`config.mk`:
```
export PLATFORM = sky130hd
export DESIGN_NAME = gcd_lcm_unit
export DESIGN_NICKNAME = d
export VERILOG_FILES = /design/src/rtl/glu_pkg.sv /design/src/rtl/gcd_lcm_unit.sv /design/src/rtl/glu_datapath.sv /design/src/rtl/glu_ctrl.sv
export SDC_FILE = /design/constraint.sdc
export NUM_CORES = 1
export LEC_CHECK = 0
export BUFFER_PORTS_ARGS = -buffer_cell sky130_fd_sc_hd__buf_2
export CORE_MARGIN = 2
export CORE_UTILIZATION = 35
export DETAILED_ROUTE_END_ITERATION = 8
export GPL_TIMING_DRIVEN = 0
export PLACE_DENSITY = 0.61
export SLEW_MARGIN = 20
export SYNTH_ARGS = -nofsm -noshare
export SYNTH_HDL_FRONTEND = slang
export SYNTH_SLANG_ARGS = --single-unit
```
`constraint.sdc`:
```
create_clock -name i_clk -period 5.6 [get_ports i_clk]
set_clock_uncertainty 0.15 [all_clocks]
set_input_delay 0 -clock i_clk [delete_from_list [all_inputs] [get_ports i_clk]]
set_output_delay 0 -clock i_clk [all_outputs]
set_load 0.1 [all_outputs]
```
`src/rtl/glu_pkg.sv`:
```
// ----------------------------------------------------------------------------
// glu_pkg: shared types and constants for the gcd / lcm unit
// Holds the default data width, the operation codes and the control state
// type used by the controller.
// ----------------------------------------------------------------------------
package glu_pkg;

    localparam int DATA_WIDTH = 32;

    typedef enum logic {
        OP_GCD = 1'b0,
        OP_LCM = 1'b1
    } t_op;

    typedef enum logic [3:0] {
        ST_IDLE,
        ST_LOAD,
        ST_EUCLID,
        ST_DIV,
        ST_GCD_DONE,
        ST_QDIV,
        ST_QDIV_RUN,
        ST_MUL,
        ST_MUL_RUN,
        ST_LCM_DONE
    } t_state;

    // controller to datapath
    typedef struct packed {
        logic load;       // capture operands and magnitudes
        logic div_start;  // start a remainder step x % y
        logic qdiv_start; // start the quotient step ma / g
        logic mul_start;  // start the serial multiply mq * mb
        logic finish_gcd;
        logic finish_lcm;
    } t_cmd;

    // datapath to controller
    typedef struct packed {
        logic op_lcm;
        logic y_zero;
        logic x_zero;
        logic any_zero;   // ma or mb zero
        logic div_busy;
        logic mul_busy;
    } t_status;

endpackage

```
`src/rtl/gcd_lcm_unit.sv`:
```
// ----------------------------------------------------------------------------
// gcd_lcm_unit: signed gcd or lcm, one answer per command
//
//  channel  | ports                                      | transfer
//  command  | start, i_operation, i_operand_a/_b          | start && !busy
//  result   | o_done, o_result, o_overflow               | o_done, one cycle
//
// Each euclid remainder step is one pass of the shared serial divider; lcm
// adds one divide and a shift-add multiply. Zero operands skip the euclid
// loop. Reset is synchronous and only clears control state. The receiver
// cannot stall: the result is shown for one cycle with o_done.
// ----------------------------------------------------------------------------
module gcd_lcm_unit #(
    parameter int DATA_WIDTH = glu_pkg::DATA_WIDTH
) (
    input  logic                         i_clk,
    input  logic                         i_rst_n,
    input  logic                         start,
    output logic                         busy,
    input  logic                         i_operation,
    input  logic signed [DATA_WIDTH-1:0] i_operand_a,
    input  logic signed [DATA_WIDTH-1:0] i_operand_b,
    output logic                         o_done,
    output logic signed [DATA_WIDTH-1:0] o_result,
    output logic                         o_overflow
);
    glu_pkg::t_cmd    cmd;
    glu_pkg::t_status status;

    glu_ctrl u_ctrl (
        .i_clk    (i_clk),
        .i_rst_n  (i_rst_n),
        .i_start  (start),
        .i_status (status),
        .o_cmd    (cmd),
        .o_busy   (busy),
        .o_done   (o_done)
    );

    glu_datapath #(.DATA_WIDTH(DATA_WIDTH)) u_dp (
        .i_clk       (i_clk),
        .i_rst_n     (i_rst_n),
        .i_operation (i_operation),
        .i_operand_a (i_operand_a),
        .i_operand_b (i_operand_b),
        .i_cmd       (cmd),
        .o_status    (status),
        .o_result    (o_result),
        .o_overflow  (o_overflow)
    );
endmodule

```
`src/rtl/glu_datapath.sv`:
```
// ----------------------------------------------------------------------------
// glu_datapath: operand registers, serial divider and serial multiplier
// One restoring divider is shared by the euclid remainder steps and the
// lcm quotient; a shift-add multiplier forms the lcm magnitude.
// ----------------------------------------------------------------------------
module glu_datapath #(
    parameter int DATA_WIDTH = glu_pkg::DATA_WIDTH
) (
    input  logic                         i_clk,
    input  logic                         i_rst_n,
    input  logic                         i_operation,
    input  logic signed [DATA_WIDTH-1:0] i_operand_a,
    input  logic signed [DATA_WIDTH-1:0] i_operand_b,
    input  glu_pkg::t_cmd                i_cmd,
    output glu_pkg::t_status             o_status,
    output logic signed [DATA_WIDTH-1:0] o_result,
    output logic                         o_overflow
);
    localparam int W  = DATA_WIDTH;
    localparam int CW = $clog2(W + 1);
    localparam logic [W-1:0] SIGN = {1'b1, {(W-1){1'b0}}};

    logic         r_op;
    logic         r_na, r_nb;
    logic [W-1:0] r_ma, r_mb;
    logic [W-1:0] r_x, r_y;

    // divider
    logic [W-1:0]  r_dq;     // dividend shifting out, quotient shifting in
    logic [W-1:0]  r_drem;
    logic [W-1:0]  r_dden;
    logic [CW-1:0] r_dcnt;
    logic          r_dbusy;
    logic          r_dsel;   // 0 euclid step, 1 quotient step

    // multiplier
    logic [2*W-1:0] r_prod;
    logic [W-1:0]   r_mcand;
    logic [W-1:0]   r_mplier;
    logic [CW-1:0]  r_mcnt;
    logic           r_mbusy;

    logic [W-1:0] r_res;
    logic         r_ovf;

    logic [W:0]   rem_sh;
    logic [W:0]   rem_sub;
    logic [W-1:0] mag_a, mag_b;
    logic [2*W-1:0] limit;
    logic [W-1:0] gcd_val;

    assign mag_a   = i_operand_a[W-1] ? (~i_operand_a + 1'b1) : i_operand_a;
    assign mag_b   = i_operand_b[W-1] ? (~i_operand_b + 1'b1) : i_operand_b;
    assign rem_sh  = {r_drem, r_dq[W-1]};
    assign rem_sub = rem_sh - {1'b0, r_dden};
    assign limit   = (r_na != r_nb) ? {{W{1'b0}}, SIGN} : {{W{1'b0}}, SIGN - 1'b1};
    // a zero x means the gcd is the other magnitude, left in y
    assign gcd_val = (r_x == '0) ? r_y : r_x;

    always_ff @(posedge i_clk) begin
        if (!i_rst_n) begin
            r_dbusy <= 1'b0;
            r_mbusy <= 1'b0;
        end else begin
            if (i_cmd.div_start || i_cmd.qdiv_start) begin
                r_dbusy <= 1'b1;
            end else if (r_dbusy && r_dcnt == CW'(1)) begin
                r_dbusy <= 1'b0;
            end
            if (i_cmd.mul_start) begin
                r_mbusy <= 1'b1;
            end else if (r_mbusy && r_mcnt == CW'(1)) begin
                r_mbusy <= 1'b0;
            end
        end
    end

    always_ff @(posedge i_clk) begin
        if (i_cmd.load) begin
            r_op <= i_operation;
            r_na <= i_operand_a[W-1];
            r_nb <= i_operand_b[W-1];
            r_ma <= mag_a;
            r_mb <= mag_b;
            r_x  <= mag_a;
            r_y  <= mag_b;
        end
        if (i_cmd.div_start || i_cmd.qdiv_start) begin
            r_dq   <= i_cmd.qdiv_start ? r_ma : r_x;
            // x holds the gcd when the quotient step starts
            r_dden <= i_cmd.qdiv_start ? r_x : r_y;
            r_drem <= '0;
            r_dcnt <= CW'(W);
            r_dsel <= i_cmd.qdiv_start;
        end else if (r_dbusy) begin
            if (!rem_sub[W]) begin
                r_drem <= rem_sub[W-1:0];
                r_dq   <= {r_dq[W-2:0], 1'b1};
            end else begin
                r_drem <= rem_sh[W-1:0];
                r_dq   <= {r_dq[W-2:0], 1'b0};
            end
            r_dcnt <= r_dcnt - 1'b1;
            // euclid step retires: x <= y, y <= remainder
            if (r_dcnt == CW'(1) && !r_dsel) begin
                r_x <= r_y;
                r_y <= rem_sub[W] ? rem_sh[W-1:0] : rem_sub[W-1:0];
            end
        end
        if (i_cmd.mul_start) begin
            r_prod   <= '0;
            r_mcand  <= r_dq;    // quotient ma / g
            r_mplier <= r_mb;
            r_mcnt   <= CW'(W);
        end else if (r_mbusy) begin
            if (r_mplier[0]) begin
                r_prod <= r_prod + ({{W{1'b0}}, r_mcand} << (W - int'(r_mcnt)));
            end
            r_mplier <= r_mplier >> 1;
            r_mcnt   <= r_mcnt - 1'b1;
        end
        if (i_cmd.finish_gcd) begin
            // a gcd magnitude of 2^(W-1) does not fit
            r_ovf <= gcd_val[W-1];
            r_res <= gcd_val[W-1] ? '0 : gcd_val;
        end
        if (i_cmd.finish_lcm) begin
            if (r_ma == '0 || r_mb == '0) begin
                r_ovf <= 1'b0;
                r_res <= '0;
            end else if (r_prod > limit) begin
                r_ovf <= 1'b1;
                r_res <= '0;
            end else begin
                r_ovf <= 1'b0;
                r_res <= (r_na != r_nb) ? (~r_prod[W-1:0] + 1'b1) : r_prod[W-1:0];
            end
        end
    end

    assign o_status.op_lcm   = r_op;
    assign o_status.y_zero   = (r_y == '0);
    assign o_status.x_zero   = (r_x == '0);
    assign o_status.any_zero = (r_ma == '0) || (r_mb == '0);
    assign o_status.div_busy = r_dbusy;
    assign o_status.mul_busy = r_mbusy;
    assign o_result   = r_res;
    assign o_overflow = r_ovf;

endmodule

```
`src/rtl/glu_ctrl.sv`:
```
// ----------------------------------------------------------------------------
// glu_ctrl: command sequencer for the gcd / lcm unit
// Steps the euclid loop, the quotient divide and the multiply, and raises
// the done strobe for one cycle.
// ----------------------------------------------------------------------------
module glu_ctrl (
    input  logic             i_clk,
    input  logic             i_rst_n,
    input  logic             i_start,
    input  glu_pkg::t_status i_status,
    output glu_pkg::t_cmd    o_cmd,
    output logic             o_busy,
    output logic             o_done
);
    glu_pkg::t_state r_state, n_state;
    logic            r_done, n_done;

    always_ff @(posedge i_clk) begin
        if (!i_rst_n) begin
            r_state <= glu_pkg::ST_IDLE;
            r_done  <= 1'b0;
        end else begin
            r_state <= n_state;
            r_done  <= n_done;
        end
    end

    always_comb begin
        n_state = r_state;
        n_done  = 1'b0;
        o_cmd   = '0;
        unique case (r_state)
            glu_pkg::ST_IDLE: begin
                if (i_start) begin
                    o_cmd.load = 1'b1;
                    n_state    = glu_pkg::ST_LOAD;
                end
            end
            glu_pkg::ST_LOAD: begin
                // a zero operand skips the loop: for gcd x or y is already the answer, lcm is zero
                if (i_status.op_lcm) begin
                    if (i_status.any_zero) begin
                        n_state = glu_pkg::ST_LCM_DONE;
                    end else begin
                        n_state = glu_pkg::ST_EUCLID;
                    end
                end else if (i_status.x_zero || i_status.y_zero) begin
                    n_state = glu_pkg::ST_GCD_DONE;
                end else begin
                    n_state = glu_pkg::ST_EUCLID;
                end
            end
            glu_pkg::ST_EUCLID: begin
                if (i_status.y_zero) begin
                    n_state = i_status.op_lcm ? glu_pkg::ST_QDIV : glu_pkg::ST_GCD_DONE;
                end else begin
                    o_cmd.div_start = 1'b1;
                    n_state         = glu_pkg::ST_DIV;
                end
            end
            glu_pkg::ST_DIV: begin
                if (!i_status.div_busy) begin
                    n_state = glu_pkg::ST_EUCLID;
                end
            end
            glu_pkg::ST_GCD_DONE: begin
                // the gcd sits in x, or in y when x is zero; handled by finish
                o_cmd.finish_gcd = 1'b1;
                n_done           = 1'b1;
                n_state          = glu_pkg::ST_IDLE;
            end
            glu_pkg::ST_QDIV: begin
                o_cmd.qdiv_start = 1'b1;
                n_state          = glu_pkg::ST_QDIV_RUN;
            end
            glu_pkg::ST_QDIV_RUN: begin
                if (!i_status.div_busy) begin
                    n_state = glu_pkg::ST_MUL;
                end
            end
            glu_pkg::ST_MUL: begin
                o_cmd.mul_start = 1'b1;
                n_state         = glu_pkg::ST_MUL_RUN;
            end
            glu_pkg::ST_MUL_RUN: begin
                if (!i_status.mul_busy) begin
                    n_state = glu_pkg::ST_LCM_DONE;
                end
            end
            glu_pkg::ST_LCM_DONE: begin
                o_cmd.finish_lcm = 1'b1;
                n_done           = 1'b1;
                n_state          = glu_pkg::ST_IDLE;
            end
            default: begin
                n_state = glu_pkg::ST_IDLE;
            end
        endcase
    end

    assign o_busy = (r_state != glu_pkg::ST_IDLE);
    assign o_done = r_done;

    no_start_while_busy: assert property (@(posedge i_clk) disable iff (!i_rst_n)
        (r_state != glu_pkg::ST_IDLE) |-> !o_cmd.load)
        else $error("load issued while busy");
    done_single: assert property (@(posedge i_clk) disable iff (!i_rst_n)
        o_done |=> !o_done)
        else $error("done strobe longer than one cycle");
    finish_to_done: assert property (@(posedge i_clk) disable iff (!i_rst_n)
        (o_cmd.finish_gcd || o_cmd.finish_lcm) |=> o_done)
        else $error("finish not followed by done");
endmodule
```
== Word-level counts from Yosys, hierarchy flattened ==
Index checks and enable logic that the tools add are counted.

* $add $sub $neg: 8
* Magnitude comparators: 1
* Equality and inequality tests: 16
* Shift operators: 1
* Multiplexer cells: 53
* Bitwise logic cells: 3
* Reduce and logical (&&, ||, !) cells: 21

{| class="wikitable"
|+ Operators by type and width
! cell !! count
|-
| two-way mux 32 bit || 24
|-
| zero test 32 bit || 4
|-
| adder 32 x 1 -> 32 bit (second input constant) || 3
|-
| NOT 32 bit || 3
|-
| adder 64 bit || 1
|-
| greater-than comparator 64 bit || 1
|-
| left shift 32 x 32 -> 64 bit || 1
|-
| subtractor 33 x 32 -> 33 bit || 1
|-
| case mux 4 bit (8 select lines) || 1
|-
| two-way mux 31 bit || 1
|-
| two-way mux 4 bit || 7
|-
| two-way mux 1 bit || 19
|-
| equality test 4 x 3 -> 1 bit (second input constant) || 4
|-
| equality test 6 x 1 -> 1 bit (second input constant) || 2
|-
| subtractor 6 x 1 -> 6 bit (second input constant) || 2
|-
| nonzero test 2 bit || 5
|-
| equality test 4 x 2 -> 1 bit (second input constant) || 2
|-
| equality test 4 bit (second input constant) || 2
|-
| != test 2 bit (second input constant) || 4
|-
| subtractor 6 x 6 -> 7 bit (first input constant) || 1
|-
| equality test 4 x 1 -> 1 bit (second input constant) || 1
|-
| zero test 4 bit || 1
|-
| AND reduction 4 bit || 1
|-
| nonzero test 4 bit || 1
|-
| other kinds (7) || 11
|}

* Register bits: 408
* Bits of input ports: 68
* Output and inout bits: 35
* Logic and storage cells: 125

== Logic depth before layout (Yosys ltp) ==
* Depth after elaboration: 7
* Gate-level depth with buffers: 29
* Depth with buffers taken out: 23

== By module ==
A second synthesis with hierarchy kept.

* Cell total of the unflattened synthesis: 2,951
* Area total of the unflattened synthesis: 26,563.0 um^2

{| class="wikitable"
|+ Modules (own cells, without submodules)
! module !! instances !! cells each !! area an instance (um^2) !! seq. area each (um^2)
|-
| glu_datapath || 1 || 2,895 || 26,135.1 || 10,359.9
|-
| glu_ctrl || 1 || 56 || 427.9 || 100.1
|}

== Least setup slack after synthesis ==
Ideal clock, no wire load.

* Path type: register -> register
* Start point: register u_dp.r_mcnt[0]
* End point: register u_dp.r_prod[61]
* Setup time: 0.122 ns
* Arrival time: 5.170 ns
* Required time: 5.328 ns
* Setup slack: 0.159 ns
* Cell stages (with the launch flop): 27
* Buffers on the path: 6
* Clock period less this slack: 5.441 ns
* Cells stage by stage: dfxtp_1 -> buf_2 -> buf_4 -> inv_2 -> ha_1 -> buf_2 -> buf_2 -> buf_1 -> clkbuf_1 -> nor3_1 -> a211oi_1 -> a21oi_1 -> a21oi_1 -> nand2_1 -> nand2_1 -> nor2_1 -> ha_1 -> nand2_1 -> nor3_1 -> a21oi_1 -> o21ai_0 -> a21oi_1 -> a2111oi_0 -> o21ai_0 -> o31ai_1 -> a31o_2 -> nand3_1

* Cells in the longest elaborated chain, start to end: 3

{| class="wikitable"
|+ RTL lines
! what !! line !! RTL
|-
| from (decl) || glu_datapath.sv:40 || <nowiki>logic [CW-1:0] r_mcnt;</nowiki>
|-
| from (signal assigned) || glu_datapath.sv:114 || <nowiki>r_mcnt <= CW'(W);</nowiki>
|-
| from (signal assigned) || glu_datapath.sv:120 || <nowiki>r_mcnt <= r_mcnt - 1'b1;</nowiki>
|-
| subtractor 6 x 6 -> 7 bit || glu_datapath.sv:117 || <nowiki>r_prod <= r_prod + ({{W{1'b0}}, r_mcand} << (W - int'(r_mcnt)));</nowiki>
|-
| left shift 32 x 32 -> 64 bit || glu_datapath.sv:117 ||
|-
| adder 64 bit || glu_datapath.sv:117 ||
|-
| to (signal assigned) || glu_datapath.sv:117 ||
|-
| to (decl) || glu_datapath.sv:37 || <nowiki>logic [2*W-1:0] r_prod;</nowiki>
|}

Every way passes these cells.
A chain may end at the register's enable or synchronous reset.

== Worst setup path in the final report ==
* Start point: register u_dp.r_mcnt[0]
* End point: register u_dp.r_prod[59]

The elaborated chain is that of the path after synthesis.

==> summary.txt <==
Outcome
  – Status: finished, final reports clean

STA
  – Max Freq: roughly 180 MHz
  – Final Hold Viols: 0
  – Max Transition Viols Final: 0
  – Final setup fails: 0
  – Final WS setup: around 160 ps
  – Setup TNS: 0 ps
  – Worst-margin pin slew: approximately 1100 ps
  – Period utilization: 0.971
  – Worst slew margin: 0.261
  – Hold Slack: just over 70 ps
  – Tmin final: 5440 ps

Critical path
  – R2R Path End: u_dp.r_prod[59]
  – R2R Setup Slk: 160 ps
  – CP Buf/Inv Count: 5
  – WP data required: between 5000 and 6000 ps
  – Setup crit end kind: flop
  – Worst Setup Path Type: flop to flop
  – CP max FO: 10
  – Crit path cell chain: buf_6, buf_8, inv_2, ha_4, buf_4, mux2i_1, mux2i_1, nand2_1, mux4_2, mux2_2, nor2_1, ha_1, a21o_1, a21o_1, a221o_1, a21oi_2, o211ai_1, o21ai_2, o31ai_2, buf_4, and3_1, nor3_1
  – Crit-path leading delay family: compound AO/OA/AOI/OAI gates
  – Worst setup SP type: flop
  – Number of cells on the critical path: 22
  – Reg2reg path depth: 22
  – CP max stage cell: mux4_2
  – Critical Path AT: 5800 ps
  – Critical R2R Launch: u_dp.r_mcnt[0]
  – Worst path max stage delay: about 560 ps

Synthesis
  – Yosys top cell area share: 0.253
  – Async S/R FF share, synth: 0
  – Synthesized cell area: approximately 27000 um2
  – Number of synthesized flops with an enable pin: 229
  – Avg Cell Area, Syn: between 8 and 9 um2
  – Post-Syn Instances: just over 3000
  – Predominant post-synthesis flop cell: edfxtp_1
  – Sequential-to-total area share from yosys stat: 0.385
  – Post-synth net total: approximately 3300
  – Largest area contributor in the netlist: edfxtp_1
  – Yosys reg bits: just over 400
  – Distinct cells, synth: just over 90
  – Synth area leaders: edfxtp_1 (25%), dfxtp_1 (13%), mux2i_1 (6.6%)
  – Total of warnings raised by yosys: 0

Floorplanning
  – Starting Density: 0.352
  – Die width: about 280 um
  – DIE HEIGHT: 282 um
  – DIE AREA: about 80000 um2
  – Core region area: about 77000 um2
  – Row cnt: 102
  – # IOs: 103

Global routing
  – Vias in the first global route: ~24000
  – First-pass GRT wire length: 153 mm
  – Initial antenna violation count: 6
  – Largest net degree at the start of global routing: 34
  – Gr ovfl total: 0
  – GRT Overall Usage: 0.253

CTS
  – Clock Tree Buf Depth: 3
  – Clock Latency Late Sink: slightly above 600 ps
  – CTS Buf Count: 44
  – Root Driver: clkbuf_16
  – CTS sink cnt: roughly 400
  – CTS tree: built
  – CTS H-tree lvls: 2
  – Clk pin slew, worst setup/hold paths: roughly 60 ps

Final layout
  – Ratio of cells with drive above 1 in the final layout: 0.139
  – Post-Layout Cell Count: ~4400
  – Filler cells: 7678
  – Nets: between 3000 and 4000
  – FF/Latch Area: about 10000 um2
  – Synthesis-to-layout area growth: 20.8%
  – Multi-input logic area: roughly 16000 um2

Hold path
  – Hold Path Stages: 2
  – Worst hold path class: input port to flop
  – WHS Endpoint: u_dp.r_na
  – Hold Path Origin: i_operand_a[31]

Placement
  – Port Buffers: a little over 100
  – Dpl ws: -1880 ps
  – Dpl cells: about 4200
  – Post-DP HPWL: approximately 79 mm
  – Final GP Congestion: roughly 1

Routing
  – DR pass1 iterations: 7
  – Avg WL per Cell: 23.3 um
  – Vias post-DR: between 20000 and 30000
  – Initial drt markers: 2435
  – Vias per cell: around 5.7
  – Antenna viol nets, final: 0
  – # DRC: 0
  – Detailed-route wire length: ~100 mm

Power and ir drop
  – Lkg Pwr: 12.9 nW
  – Power per cell area: ~330 nW/um2
  – Total power: 10.8 mW
  – Worst vdd ir: between 0.0003 and 0.0004 V

Flow run
  – # Max-Cap Violations: 0
## what timing repair did
item	CTS	global route
hold buffers	112	0
setup buffers	13	19
pin swaps	17	28
hold endpoints to repair	137	0
gates resized for setup	122	97
setup endpoints to repair	51	37
## cells in the mapped netlist, drive strengths merged, types with 15 or more instances
cell type and instances:
o22ai 44, dfxtp 179, a21o 72, or4 15, a31oi 26, a211oi 25
edfxtp 229, nor2 201, and3 19, ha 135, mux2 40, mux2i 178
buf 30, o21ai 232, a21oi 296, inv 83, nand3 52, nand4 40
o21bai 20, or3 32, nor4 62, nor3 68, xor2 51, o21a 23
nand2 421, clkbuf 138, nand2b 41, nor2b 18, xnor2 124, o31ai 22
## registers in the layout (all words and copies together), names as in the netlist, 4 cells and up
name and count:
u_dp.r_prod 64, u_dp.o_result 32, u_dp.r_dden 32, u_dp.r_dq 32, u_dp.r_drem 32, u_dp.r_ma 32, u_dp.r_mb 32, u_dp.r_mcand 32
u_dp.r_mplier 32, u_dp.r_x 32, u_dp.r_y 32, u_dp.r_dcnt 6, u_dp.r_mcnt 6, u_ctrl.r_state 4
## metal layers
metal	vias up	GRT usage	part of all wire
met5	-	0	0.00029
met4	6	0.119	0.052
met3	278	0.0464	0.071
met2	1032	0.406	0.45
met1	12300	0.329	0.42
li1	11900	-	-
## area by class of cell
| type | count | share of cell area |
|---|---|---|
| inverter | 84 | 0.00962 |
| sequential | 408 | 0.319 |
| buffer | 155 | 0.0210 |
| multi-input combinational | 2405 | 0.503 |
| tap | 1040 | 0.0397 |
| timing repair buffer | 254 | 0.0627 |
| clock inverter | 26 | 0.00832 |
| clock buffer | 56 | 0.0365 |
| antenna | 3 | 0.000229 |
## where the power goes
part / switching [mW] / internal (mW)
Sequential: 0.571 / 3.68
Clock: 1.32 / 1.68
Combinational: 2.12 / 1.39
Total: 4.01 / 6.74
## worst max-delay path by stage
stage	end	from
floorplan	u_dp.r_prod[61]	u_dp.r_mcnt[0]
global placement	u_dp.r_prod[61]	u_dp.r_mcnt[0]
detailed placement	u_dp.r_prod[61]	u_dp.r_mcnt[0]
CTS	u_dp.r_prod[63]	u_dp.r_mcnt[0]
global route	u_dp.r_prod[63]	u_dp.r_mcnt[0]
finish	u_dp.r_prod[59]	u_dp.r_mcnt[0]
## logic make-up (layout without fill, tap and decap cells)
group | Yosys count | in the layout | share of synthesized area
buf+inv | 252 | 575 | 0.0360
mux | 232 | 232 | 0.0938
xor+xnor | 175 | 175 | 0.0567
flops | 408 | 408 | 0.385
compound gates | 847 | 847 | 0.188
simple gates | 1014 | 1014 | 0.177
fa+ha+maj | 137 | 137 | 0.0637
other cells | 0 | 3 | 0
## through the flow
step	utilization	cell area, um2
2_1_floorplan	-	27100
3_5_place_dp	0.378	29200
3_3_place_gp	0.376	29000
6_report	0.425	32800
4_1_cts	0.419	32300
5_1_grt	0.425	32800
## layout by cell type, fill, tap and decap left out, types with 47 or more instances in the layout
master         instances
o21ai_0              205
dlygate4sd3_1        112
mux2i_1              172
dfxtp_1              179
nor2_1               189
xor2_1                47
inv_1                 81
clkbuf_1             115
a21o_1                72
nand2_1              414
ha_1                 119
nor3_1                56
edfxtp_1             229
xnor2_1              120
buf_2                115
nor4_1                55
a21oi_1              271
## worst register-to-register path: stages (launching register included)
cell and delay, ps:
dfxtp_1 330, buf_6 120, buf_8 140, inv_2 150
ha_4 260, buf_4 140, mux2i_1 120, mux2i_1 350
nand2_1 90, mux4_2 560, mux2_2 340, nor2_1 290
ha_1 370, a21o_1 190, a21o_1 190, a221o_1 400
a21oi_2 180, o211ai_1 130, o21ai_2 250, o31ai_2 80
buf_4 150, and3_1 170, nor3_1 170
(Power assumes the default switching activity.)
